`config.mk`:
```
export PLATFORM = sky130hd
export DESIGN_NAME = weighted_random_row_select
export DESIGN_NICKNAME = d
export VERILOG_FILES = /design/src/rtl/core/wrrs_pkg.sv /design/src/rtl/core/wrrs_dpath.sv /design/src/rtl/core/wrrs_ctrl.sv /design/src/rtl/core/weighted_random_row_select.sv
export VERILOG_INCLUDE_DIRS = /design/src /design/src/rtl/core
export SDC_FILE = /design/constraint.sdc
export NUM_CORES = 2
export LEC_CHECK = 0
export CAP_MARGIN = 15
export CORE_ASPECT_RATIO = 0.6
export CORE_MARGIN = 2
export CORE_UTILIZATION = 50
export DETAILED_ROUTE_END_ITERATION = 6
export DONT_BUFFER_PORTS = 1
export SYNTH_ARGS = -nofsm -noshare
export SYNTH_HDL_FRONTEND = slang
export SYNTH_SLANG_ARGS = --single-unit
```
`constraint.sdc`:
```
create_clock -name i_clk -period 16.3 [get_ports i_clk]
set_input_delay 1.63 -clock i_clk [delete_from_list [all_inputs] [get_ports i_clk]]
set_output_delay 1.63 -clock i_clk [all_outputs]
set_load 0.05 [all_outputs]
```
`src/rtl/core/weighted_random_row_select_assert.svh`:
```
// ----------------------------------------------------------------------------
// Weighted random row select - assertion macros
// Shared concurrent assertion forms, clocked on i_clk and disabled in reset.
// ----------------------------------------------------------------------------
`ifndef WEIGHTED_RANDOM_ROW_SELECT_ASSERT_SVH
`define WEIGHTED_RANDOM_ROW_SELECT_ASSERT_SVH

// same-cycle implication
`define WRRS_ASSERT_SAME(label, ante, cons) \
    label: assert property (@(posedge i_clk) disable iff (!i_rst_n) (ante) |-> (cons)) \
        else $error("assertion failed");

// next-cycle implication
`define WRRS_ASSERT_NEXT(label, ante, cons) \
    label: assert property (@(posedge i_clk) disable iff (!i_rst_n) (ante) |=> (cons)) \
        else $error("assertion failed");

`endif

```
`src/rtl/core/wrrs_pkg.sv`:
```
// ----------------------------------------------------------------------------
// Weighted random row select - package
// Opcodes, status codes, row record and controller/datapath interface types.
// ----------------------------------------------------------------------------
`default_nettype none

package wrrs_pkg;

    // request opcodes
    localparam logic [1:0] OP_WRITE   = 2'd0;
    localparam logic [1:0] OP_ANY     = 2'd1;
    localparam logic [1:0] OP_EXCLUDE = 2'd2;
    localparam logic [1:0] OP_ALLOW   = 2'd3;

    // response status codes
    localparam logic [1:0] ST_WRITTEN = 2'd0;
    localparam logic [1:0] ST_CHOSEN  = 2'd1;
    localparam logic [1:0] ST_NONE    = 2'd2;

    // field widths
    localparam int ROW_IDX_W = 6;
    localparam int WIN_W     = 16;
    localparam int RTYPE_W   = 4;
    localparam int MASK_W    = 16;
    localparam int RND_W     = 32;
    localparam int ROWS_W    = 7;
    localparam int WEIGHT_W  = 15;   // stored weight is 1 .. 32767

    localparam logic [WEIGHT_W-1:0] WEIGHT_MIN = WEIGHT_W'(1);

    // one table row
    typedef struct packed {
        logic [RTYPE_W-1:0]  row_type;
        logic [WEIGHT_W-1:0] weight;
    } t_wrrs_row;

    // controller to datapath
    typedef struct packed {
        logic       load;       // capture request, clear accumulators
        logic       wr_en;      // write a row
        logic       walk_clr;   // restart table walk
        logic       sum_en;     // first pass: totals
        logic       scan_en;    // second pass: cumulative search
        logic       sel;        // settle pick mode and total
        logic       mul;        // random * total
        logic       roll;       // form roll, clear search accumulator
        logic       out_load;   // load response register
        logic [1:0] out_status;
    } t_wrrs_cmd;

    // datapath to controller
    typedef struct packed {
        logic walk_done;
        logic hit;
        logic empty;
    } t_wrrs_stat;

endpackage

`default_nettype wire

```
`src/rtl/core/wrrs_dpath.sv`:
```
// ----------------------------------------------------------------------------
// Weighted random row select - datapath
// Row memory, table walker, weight accumulators, roll multiplier, response.
// ----------------------------------------------------------------------------
`default_nettype none

module wrrs_dpath #(
    parameter int TABLE_ROWS = 64,
    parameter int TYPE_COUNT = 16
) (
    input  logic                                 i_clk,
    input  logic                                 i_rst_n,
    input  wrrs_pkg::t_wrrs_cmd                  i_cmd,
    output wrrs_pkg::t_wrrs_stat                 o_stat,
    input  logic [1:0]                           i_opcode,
    input  logic [wrrs_pkg::ROW_IDX_W-1:0]       i_row_index,
    input  logic signed [wrrs_pkg::WIN_W-1:0]    i_row_weight_in,
    input  logic [wrrs_pkg::RTYPE_W-1:0]         i_row_type_in,
    input  logic [wrrs_pkg::MASK_W-1:0]          i_type_mask,
    input  logic [wrrs_pkg::RND_W-1:0]           i_random_value,
    input  logic                                 i_cfg_wr,
    input  logic [wrrs_pkg::ROWS_W-1:0]          i_cfg_data,
    output logic [1:0]                           o_status,
    output logic [wrrs_pkg::ROW_IDX_W-1:0]       o_chosen_row
);
    import wrrs_pkg::*;

    localparam int AW     = (TABLE_ROWS > 1) ? $clog2(TABLE_ROWS) : 1;
    localparam int CNT_W  = $clog2(TABLE_ROWS + 1);
    localparam int TOT_W  = WEIGHT_W + CNT_W;
    localparam int PROD_W = RND_W + TOT_W;

    t_wrrs_row              r_mem [TABLE_ROWS];
    t_wrrs_row              r_rd;
    logic [ROWS_W-1:0]      r_rows;
    logic [CNT_W-1:0]       r_ptr;
    logic                   r_lag_v;
    logic [AW-1:0]          r_lag_row;
    logic [1:0]             r_mode;
    logic [MASK_W-1:0]      r_mask;
    logic [RND_W-1:0]       r_rnd;
    logic [TOT_W-1:0]       r_tot_all;
    logic [TOT_W-1:0]       r_tot_f;
    logic [CNT_W-1:0]       r_cnt_f;
    logic [TOT_W-1:0]       r_total;
    logic [PROD_W-1:0]      r_prod;
    logic [TOT_W-1:0]       r_roll;
    logic [TOT_W-1:0]       r_acc;
    logic [AW-1:0]          r_chosen;
    logic [1:0]             r_out_status;
    logic [ROW_IDX_W-1:0]   r_out_row;

    logic [MASK_W-1:0]      w_type_bits;
    logic [CNT_W-1:0]       w_n;
    logic                   w_walk_en;
    logic                   w_pass;
    logic [TOT_W-1:0]       w_wt;
    logic [TOT_W-1:0]       w_acc_next;
    logic [1:0]             w_eff_mode;
    logic [TOT_W-1:0]       w_eff_total;
    logic                   w_eff_none;
    t_wrrs_row              w_wr_row;
    logic                   w_wr_ok;

    // row filter by type
    function automatic logic row_pass(input logic [1:0] mode,
                                      input logic [RTYPE_W-1:0] t,
                                      input logic [MASK_W-1:0] m);
        logic in_m;
        in_m = m[t];
        case (mode)
            OP_EXCLUDE: row_pass = !in_m;
            OP_ALLOW:   row_pass = (m == '0) || in_m;
            default:    row_pass = 1'b1;
        endcase
    endfunction

    // mask bits for types that exist
    always_comb begin
        for (int b = 0; b < MASK_W; b++) begin
            w_type_bits[b] = (b < TYPE_COUNT);
        end
    end

    // rows in use, saturated to the table
    assign w_n = (32'(r_rows) > TABLE_ROWS) ? CNT_W'(TABLE_ROWS) : CNT_W'(r_rows);

    // write data: weights below 1 stored as 1
    always_comb begin
        w_wr_row.row_type = i_row_type_in;
        if (i_row_weight_in == '0 || i_row_weight_in[WIN_W-1]) begin
            w_wr_row.weight = WEIGHT_MIN;
        end else begin
            w_wr_row.weight = i_row_weight_in[WEIGHT_W-1:0];
        end
    end
    assign w_wr_ok = (32'(i_row_index) < TABLE_ROWS);

    // memory: one write port, one registered read port
    always_ff @(posedge i_clk) begin
        if (i_cmd.wr_en && w_wr_ok) begin
            r_mem[AW'(i_row_index)] <= w_wr_row;
        end
        if (w_walk_en && (r_ptr < w_n)) begin
            r_rd <= r_mem[r_ptr[AW-1:0]];
        end
    end

    // filter and accumulate on the row coming out of memory
    assign w_walk_en  = i_cmd.sum_en | i_cmd.scan_en;
    assign w_pass     = row_pass(r_mode, r_rd.row_type, r_mask);
    assign w_wt       = TOT_W'(r_rd.weight);
    assign w_acc_next = r_acc + w_wt;

    // effective pick mode: exclude with nothing left falls back to all rows
    always_comb begin
        if (r_mode == OP_EXCLUDE && r_cnt_f == '0) begin
            w_eff_mode  = OP_ANY;
            w_eff_total = r_tot_all;
            w_eff_none  = (w_n == '0);
        end else if (r_mode == OP_ANY) begin
            w_eff_mode  = OP_ANY;
            w_eff_total = r_tot_all;
            w_eff_none  = (w_n == '0);
        end else begin
            w_eff_mode  = r_mode;
            w_eff_total = r_tot_f;
            w_eff_none  = (r_cnt_f == '0);
        end
    end

    // status to controller
    assign o_stat.walk_done = (r_ptr == w_n) && !r_lag_v;
    assign o_stat.hit       = i_cmd.scan_en && r_lag_v && w_pass && (r_roll <= w_acc_next);
    assign o_stat.empty     = w_eff_none || (w_eff_total == '0);

    // config register
    always_ff @(posedge i_clk) begin
        if (!i_rst_n) begin
            r_rows <= '0;
        end else if (i_cfg_wr) begin
            r_rows <= i_cfg_data;
        end
    end

    // table walker
    always_ff @(posedge i_clk) begin
        if (!i_rst_n) begin
            r_ptr   <= '0;
            r_lag_v <= 1'b0;
        end else if (i_cmd.load || i_cmd.walk_clr) begin
            r_ptr   <= '0;
            r_lag_v <= 1'b0;
        end else if (w_walk_en) begin
            if (r_ptr < w_n) begin
                r_ptr   <= r_ptr + CNT_W'(1);
                r_lag_v <= 1'b1;
            end else begin
                r_lag_v <= 1'b0;
            end
        end
    end

    always_ff @(posedge i_clk) begin
        if (w_walk_en) begin
            r_lag_row <= r_ptr[AW-1:0];
        end
    end

    // request capture, totals, roll and search
    always_ff @(posedge i_clk) begin
        if (i_cmd.load) begin
            r_mode    <= i_opcode;
            r_mask    <= i_type_mask & w_type_bits;
            r_rnd     <= i_random_value;
            r_tot_all <= '0;
            r_tot_f   <= '0;
            r_cnt_f   <= '0;
            r_chosen  <= '0;
        end else begin
            if (i_cmd.sum_en && r_lag_v) begin
                r_tot_all <= r_tot_all + w_wt;
                if (w_pass) begin
                    r_tot_f <= r_tot_f + w_wt;
                    r_cnt_f <= r_cnt_f + CNT_W'(1);
                end
            end
            if (i_cmd.sel) begin
                r_mode  <= w_eff_mode;
                r_total <= w_eff_total;
            end
            if (o_stat.hit) begin
                r_chosen <= r_lag_row;
            end
        end
        if (i_cmd.mul) begin
            r_prod <= PROD_W'(r_rnd) * PROD_W'(r_total);
        end
        if (i_cmd.roll) begin
            r_roll <= r_prod[PROD_W-1:RND_W] + TOT_W'(WEIGHT_MIN);
            r_acc  <= '0;
        end else if (i_cmd.scan_en && r_lag_v && w_pass) begin
            r_acc <= w_acc_next;
        end
    end

    // response register
    always_ff @(posedge i_clk) begin
        if (i_cmd.out_load) begin
            r_out_status <= i_cmd.out_status;
            r_out_row    <= (i_cmd.out_status == ST_CHOSEN) ? ROW_IDX_W'(r_chosen) : '0;
        end
    end

    assign o_status     = r_out_status;
    assign o_chosen_row = r_out_row;

endmodule

`default_nettype wire

```
`src/rtl/core/wrrs_ctrl.sv`:
```
// ----------------------------------------------------------------------------
// Weighted random row select - controller
// Sequences write and pick requests and owns both channel handshakes.
// ----------------------------------------------------------------------------
`default_nettype none

module wrrs_ctrl (
    input  logic                  i_clk,
    input  logic                  i_rst_n,
    input  logic                  i_in_valid,
    output logic                  o_in_ready,
    input  logic [1:0]            i_opcode,
    output logic                  o_out_valid,
    input  logic                  i_out_ready,
    input  wrrs_pkg::t_wrrs_stat  i_stat,
    output wrrs_pkg::t_wrrs_cmd   o_cmd
);
    import wrrs_pkg::*;

    `include "weighted_random_row_select_assert.svh"

    localparam logic [2:0] S_IDLE = 3'd0;
    localparam logic [2:0] S_SUM  = 3'd1;
    localparam logic [2:0] S_SEL  = 3'd2;
    localparam logic [2:0] S_MUL  = 3'd3;
    localparam logic [2:0] S_ROLL = 3'd4;
    localparam logic [2:0] S_SCAN = 3'd5;
    localparam logic [2:0] S_RESP = 3'd6;

    logic [2:0] r_state, n_state;
    logic [1:0] r_resp, n_resp;
    logic       r_out_valid, n_out_valid;
    logic       w_in_acc;

    assign o_in_ready  = (r_state == S_IDLE);
    assign o_out_valid = r_out_valid;
    assign w_in_acc    = i_in_valid && o_in_ready;

    // next state and commands
    always_comb begin
        n_state     = r_state;
        n_resp      = r_resp;
        n_out_valid = r_out_valid;
        o_cmd       = '0;
        o_cmd.out_status = r_resp;
        if (r_out_valid && i_out_ready) begin
            n_out_valid = 1'b0;
        end
        case (r_state)
            S_IDLE: begin
                if (w_in_acc) begin
                    o_cmd.load = 1'b1;
                    if (i_opcode == OP_WRITE) begin
                        o_cmd.wr_en = 1'b1;
                        n_resp      = ST_WRITTEN;
                        n_state     = S_RESP;
                    end else begin
                        n_state = S_SUM;
                    end
                end
            end
            S_SUM: begin
                o_cmd.sum_en = 1'b1;
                if (i_stat.walk_done) begin
                    n_state = S_SEL;
                end
            end
            S_SEL: begin
                o_cmd.sel = 1'b1;
                if (i_stat.empty) begin
                    n_resp  = ST_NONE;
                    n_state = S_RESP;
                end else begin
                    n_state = S_MUL;
                end
            end
            S_MUL: begin
                o_cmd.mul = 1'b1;
                n_state   = S_ROLL;
            end
            S_ROLL: begin
                o_cmd.roll     = 1'b1;
                o_cmd.walk_clr = 1'b1;
                n_state        = S_SCAN;
            end
            S_SCAN: begin
                o_cmd.scan_en = 1'b1;
                if (i_stat.hit) begin
                    n_resp  = ST_CHOSEN;
                    n_state = S_RESP;
                end else if (i_stat.walk_done) begin
                    n_resp  = ST_NONE;
                    n_state = S_RESP;
                end
            end
            S_RESP: begin
                // hand over once the response register is free
                if (!r_out_valid || i_out_ready) begin
                    o_cmd.out_load = 1'b1;
                    n_out_valid    = 1'b1;
                    n_state        = S_IDLE;
                end
            end
            default: begin
                n_state = S_IDLE;
            end
        endcase
    end

    // state registers
    always_ff @(posedge i_clk) begin
        if (!i_rst_n) begin
            r_state     <= S_IDLE;
            r_resp      <= ST_NONE;
            r_out_valid <= 1'b0;
        end else begin
            r_state     <= n_state;
            r_resp      <= n_resp;
            r_out_valid <= n_out_valid;
        end
    end

    // assertions
    `WRRS_ASSERT_NEXT(a_accept_busy, w_in_acc, !o_in_ready)
    `WRRS_ASSERT_NEXT(a_hit_resp, (r_state == S_SCAN) && i_stat.hit, r_state == S_RESP)
    `WRRS_ASSERT_NEXT(a_empty_resp, (r_state == S_SEL) && i_stat.empty,
                      (r_state == S_RESP) && (r_resp == ST_NONE))
    `WRRS_ASSERT_SAME(a_load_free, o_cmd.out_load, !r_out_valid || i_out_ready)

endmodule

`default_nettype wire

```
`src/rtl/core/weighted_random_row_select.sv`:
```
// ----------------------------------------------------------------------------
// Weighted random row select - top level
// Roulette-wheel row selection over a typed, weighted row table.
// ----------------------------------------------------------------------------
// One request at a time. A row write is stored as it is accepted. A pick
// walks the first n = min(rows_in_use, TABLE_ROWS) rows of the row memory
// twice at one row per cycle, once to total the weights (all rows and the
// filtered ones) and once to accumulate up to the roll, and the second walk
// stops at the chosen row. A new request is taken while the previous
// response still waits on the output. The configuration port is always ready.
// ----------------------------------------------------------------------------
`default_nettype none

module weighted_random_row_select #(
    parameter int TABLE_ROWS = 64,
    parameter int TYPE_COUNT = 16
) (
    input  logic                                 i_clk,
    input  logic                                 i_rst_n,
    input  logic                                 i_in_valid,
    output logic                                 o_in_ready,
    input  logic [1:0]                           i_opcode,
    input  logic [wrrs_pkg::ROW_IDX_W-1:0]       i_row_index,
    input  logic signed [wrrs_pkg::WIN_W-1:0]    i_row_weight_in,
    input  logic [wrrs_pkg::RTYPE_W-1:0]         i_row_type_in,
    input  logic [wrrs_pkg::MASK_W-1:0]          i_type_mask,
    input  logic [wrrs_pkg::RND_W-1:0]           i_random_value,
    output logic                                 o_out_valid,
    input  logic                                 i_out_ready,
    output logic [1:0]                           o_status,
    output logic [wrrs_pkg::ROW_IDX_W-1:0]       o_chosen_row,
    input  logic                                 i_cfg_valid,
    output logic                                 o_cfg_ready,
    input  logic [wrrs_pkg::ROWS_W-1:0]          i_cfg_data
);
    import wrrs_pkg::*;

    t_wrrs_cmd  w_cmd;
    t_wrrs_stat w_stat;

    assign o_cfg_ready = 1'b1;

    // controller
    wrrs_ctrl u_ctrl (
        .i_clk       (i_clk),
        .i_rst_n     (i_rst_n),
        .i_in_valid  (i_in_valid),
        .o_in_ready  (o_in_ready),
        .i_opcode    (i_opcode),
        .o_out_valid (o_out_valid),
        .i_out_ready (i_out_ready),
        .i_stat      (w_stat),
        .o_cmd       (w_cmd)
    );

    // datapath
    wrrs_dpath #(
        .TABLE_ROWS (TABLE_ROWS),
        .TYPE_COUNT (TYPE_COUNT)
    ) u_dpath (
        .i_clk           (i_clk),
        .i_rst_n         (i_rst_n),
        .i_cmd           (w_cmd),
        .o_stat          (w_stat),
        .i_opcode        (i_opcode),
        .i_row_index     (i_row_index),
        .i_row_weight_in (i_row_weight_in),
        .i_row_type_in   (i_row_type_in),
        .i_type_mask     (i_type_mask),
        .i_random_value  (i_random_value),
        .i_cfg_wr        (i_cfg_valid && o_cfg_ready),
        .i_cfg_data      (i_cfg_data),
        .o_status        (o_status),
        .o_chosen_row    (o_chosen_row)
    );

endmodule

`default_nettype wire
```
==> impl_metrics.yaml <==
clocking:
  cts_tree: "yes"
  cts-root-buf: "clkbuf_16"
  clk_latency_ns: 0.77
  numClockSinks: 1465
  cts_buffers: 137
  cts_resized: 0
  htree_levels: 4
  cts_setup_buffers: 0
  path_clk_slew_ns: 0.08
  clockBufferDepth: 3
  hold_buffers: 0
setup_path:
  critPathRequiredTime_ns: 16.80
  cp-end-kind: "flip-flop"
  crit_fanout: 22
  worst-setup-path-type: "reg2reg"
  cpMaxStageDelayCell: "edfxtp_1"
  worst_path_most_repeated_cell: "fa_1"
  cp_cell_sequence: "nand2_1 -> fa_1 -> inv_1 -> fa_1 -> inv_1 -> fa_1 -> inv_1 -> fa_1 -> fa_1 -> fa_1 -> fa_1 -> ha_1 -> nand4_1 -> nand2b_1 -> nor4_1 -> o21ai_0 -> a31oi_1 -> a31oi_1 -> o21bai_1 -> a21oi_1 -> o31ai_1 -> xor2_1"
  critPathArrivalTime_ns: 9.53
  crit_buf_inv: 3
  reg2regPathDepth: 22
  cpPeakStageDelay_ns: 1.14
  worstSetupPathDepth: 22
  cp-start-kind: "flip-flop"
  cp_top_family: "adder cells"
detailed_routing:
  firstDrtPassIters: 7
  routed_wl_um: 211000
  drtAntennaViolNets: 0
  wl_per_cell_um: 28.4
  via_per_inst: 5.93
  met3WireLength_um: 23600
  wl_met2_um: 83000
  wl_met1_um: 100000
  drt_iter0_drc: 5275
  vias: 44000
  top_layer: "met5"
  drc_errors: 0
global_routing:
  grt_pass1_wl_um: 309000
  grt_max_degree: 136
  grt_use_total_pct: 26.5
  overflow: 0
  antenna_found_initial: 17
  grt_pass1_vias: 44300
sta:
  tightest_slew_ns: 1.19
  skew_ns: 0.0308
  setup-violations-final: 0
  rsz0062_at_grt: "no"
  slew_headroom_pct: 20.4
  tns_ns: 0
  final_max_slew_viol_count: 0
  fin_crit_ns: 9.03
  fmax_mhz: 111
  hold_viol_final: 0
  fin_crit_sh_pct: 55.4
floorplan:
  ios: 99
  coreArea_um2: 158000
  initial_core_util_pct: 50.2
  die_area_um2: 162000
  die_h_um: 312
  rows: 113
  fp.dieW_um: 518
layout:
  finish.utilization_pct: 55.0
  layout.nets: 6104
  drive_above_1_share_pct: 15.9
  area_delta_synth_final_pct: 9.48
synth:
  ys_warn_count: 0
  synth_cell_types: 63
  synth_top_area_cell: "edfxtp_1"
  yosys_register_bits: 1465
  async_flop_share_pct: 0
  synth_ff_type: "edfxtp_1"
  postSynthAreaPerCell_um2: 15.3
  synth_area_leaders: "edfxtp_1 (52%), fa_1 (15%), mux4_2 (11%), ha_1 (3.9%), inv_1 (2.8%)"
  synth_top_area_share_pct: 51.8
  syn_nets: 6102
  synth_cells: 5171
  netlist_area_um2: 79200
  yosysSeqAreaShare_pct: 54.3
  synth_edf_count: 1365
placed_design:
  gp_congestion: 0.906
  hpwlAfterDp_um: 137000
  port_buffers: 0
flow_run:
  drv_cap: 0
hold_path:
  hold_path_depth: 2
  min_path_type: "reg2reg"
run_status:
  status: "finished, final reports clean"
[worst reg2reg max path, cell delays in order, from the launching register on]
cell,delay (ns)
edfxtp_1,1.14
nand2_1,0.20
fa_1,0.57
inv_1,0.05
fa_1,0.49
inv_1,0.05
fa_1,0.53
inv_1,0.06
fa_1,0.49
fa_1,0.43
fa_1,0.51
fa_1,0.42
ha_1,0.29
nand4_1,0.19
nand2b_1,0.25
nor4_1,0.54
o21ai_0,0.61
a31oi_1,0.49
a31oi_1,0.17
o21bai_1,0.21
a21oi_1,0.21
o31ai_1,0.40
xor2_1,0.42
[cells in the mapped netlist, types with 10 or more instances]
cell type and count:
edfxtp_1 1365, fa_1 599, inv_1 597, nand2_1 505, mux4_2 404, and2_1 327, ha_1 244, clkbuf_1 202
nor2_1 174, dfxtp_1 100, a21oi_1 79, xnor2_1 68, o21ai_0 48, mux2i_1 42, buf_1 41, xor2_1 39
nand3_1 37, nor2b_1 35, nand4_1 23, a21o_1 22, and3_1 22, mux2_2 22, nor4_1 22, nor3_1 16
a31oi_1 13, nand2b_1 11, o21bai_1 11, or2_2 10
[layer usage]
layer  up-vias  global-route usage (%)
met2      2074                    34.2
met4        10                    5.30
li1      18300                       -
met3       232                    7.37
met5         -                   0.776
met1     23400                    44.0
[final cells by class]
cell class	count	area, µm²
multi-input cells	2859	33500
fillers	12600	71100
clock buffers	174	3680
inverters	597	2240
clock inverters	75	751
flip-flops and latches	1465	43000
well taps	2127	2660
repair buffers	113	873
diodes	10	25.0
[metrics by stage]
| step | hold WS [ns] | instances | setup WS (ns) | cell area [µm²] |
|---|---|---|---|---|
| floorplan | 0.422 | 5171 | 9.45 | 79200 |
| global placement | 0.459 | 7161 | 7.51 | 82200 |
| detailed placement | 0.473 | 7161 | 7.51 | 82200 |
| CTS | 0.488 | 7410 | 7.44 | 86700 |
| global route | 0.515 | 7414 | 7.03 | 86700 |
| finish | 0.484 | 7420 | 7.27 | 86700 |
[cells in the final DEF, fill, tap and decap left out, drive strengths merged, types with 23 or more instances in the layout]
cell type / count
a21oi: 80
mux2i: 42
nand3: 37
o21ai: 50
nand4: 23
inv: 604
fa: 599
xnor2: 68
nand2: 505
xor2: 39
clkbuf: 174
nor2: 174
buf: 113
and2: 327
dfxtp: 100
edfxtp: 1365
mux4: 404
ha: 244
clkinv: 54
nor2b: 35
[worst paths after layout]
| path | startpoint | to | slack (ns) |
|---|---|---|---|
| min reg2reg | u_dpath.r_lag_row[0] | u_dpath.r_chosen[0] | 0.48 |
| max reg2reg | u_dpath.r_rnd[7] | u_dpath.r_prod[40] | 7.27 |
| min | u_dpath.r_lag_row[0] | u_dpath.r_chosen[0] | 0.48 |
| max | u_dpath.r_rnd[7] | u_dpath.r_prod[40] | 7.27 |
[state kept, by name, indices dropped and copies added (netlist names), 3 cells and up]
name	flops
u_dpath.r_mem	1216
u_dpath.r_rnd	32
u_dpath.r_acc	22
u_dpath.r_prod	22
u_dpath.r_roll	22
u_dpath.r_tot_all	22
u_dpath.r_tot_f	22
u_dpath.r_total	22
u_dpath.r_rd	19
u_dpath.r_mask	16
u_dpath.r_cnt_f	7
u_dpath.r_ptr	7
u_dpath.r_rows	7
u_dpath.o_chosen_row	6
u_dpath.r_chosen	6
u_dpath.r_lag_row	6
u_ctrl.r_state	3
[logic make-up after synthesis]
kind of cell	count (synthesis)	share of synthesized area, %
XOR/XNOR	107	1.18
buffers and inverters	847	4.03
AO/OA/AOI/OAI	234	1.84
other	1	0.00473
multiplexers	468	12.3
adder cells (fa/ha/maj)	843	19.0
AND/OR/NAND/NOR	1206	7.33
flip-flops	1465	54.3
Power is not shown: default switching activity piles up to over one toggle a cycle in this logic, so the estimate is an artifact.
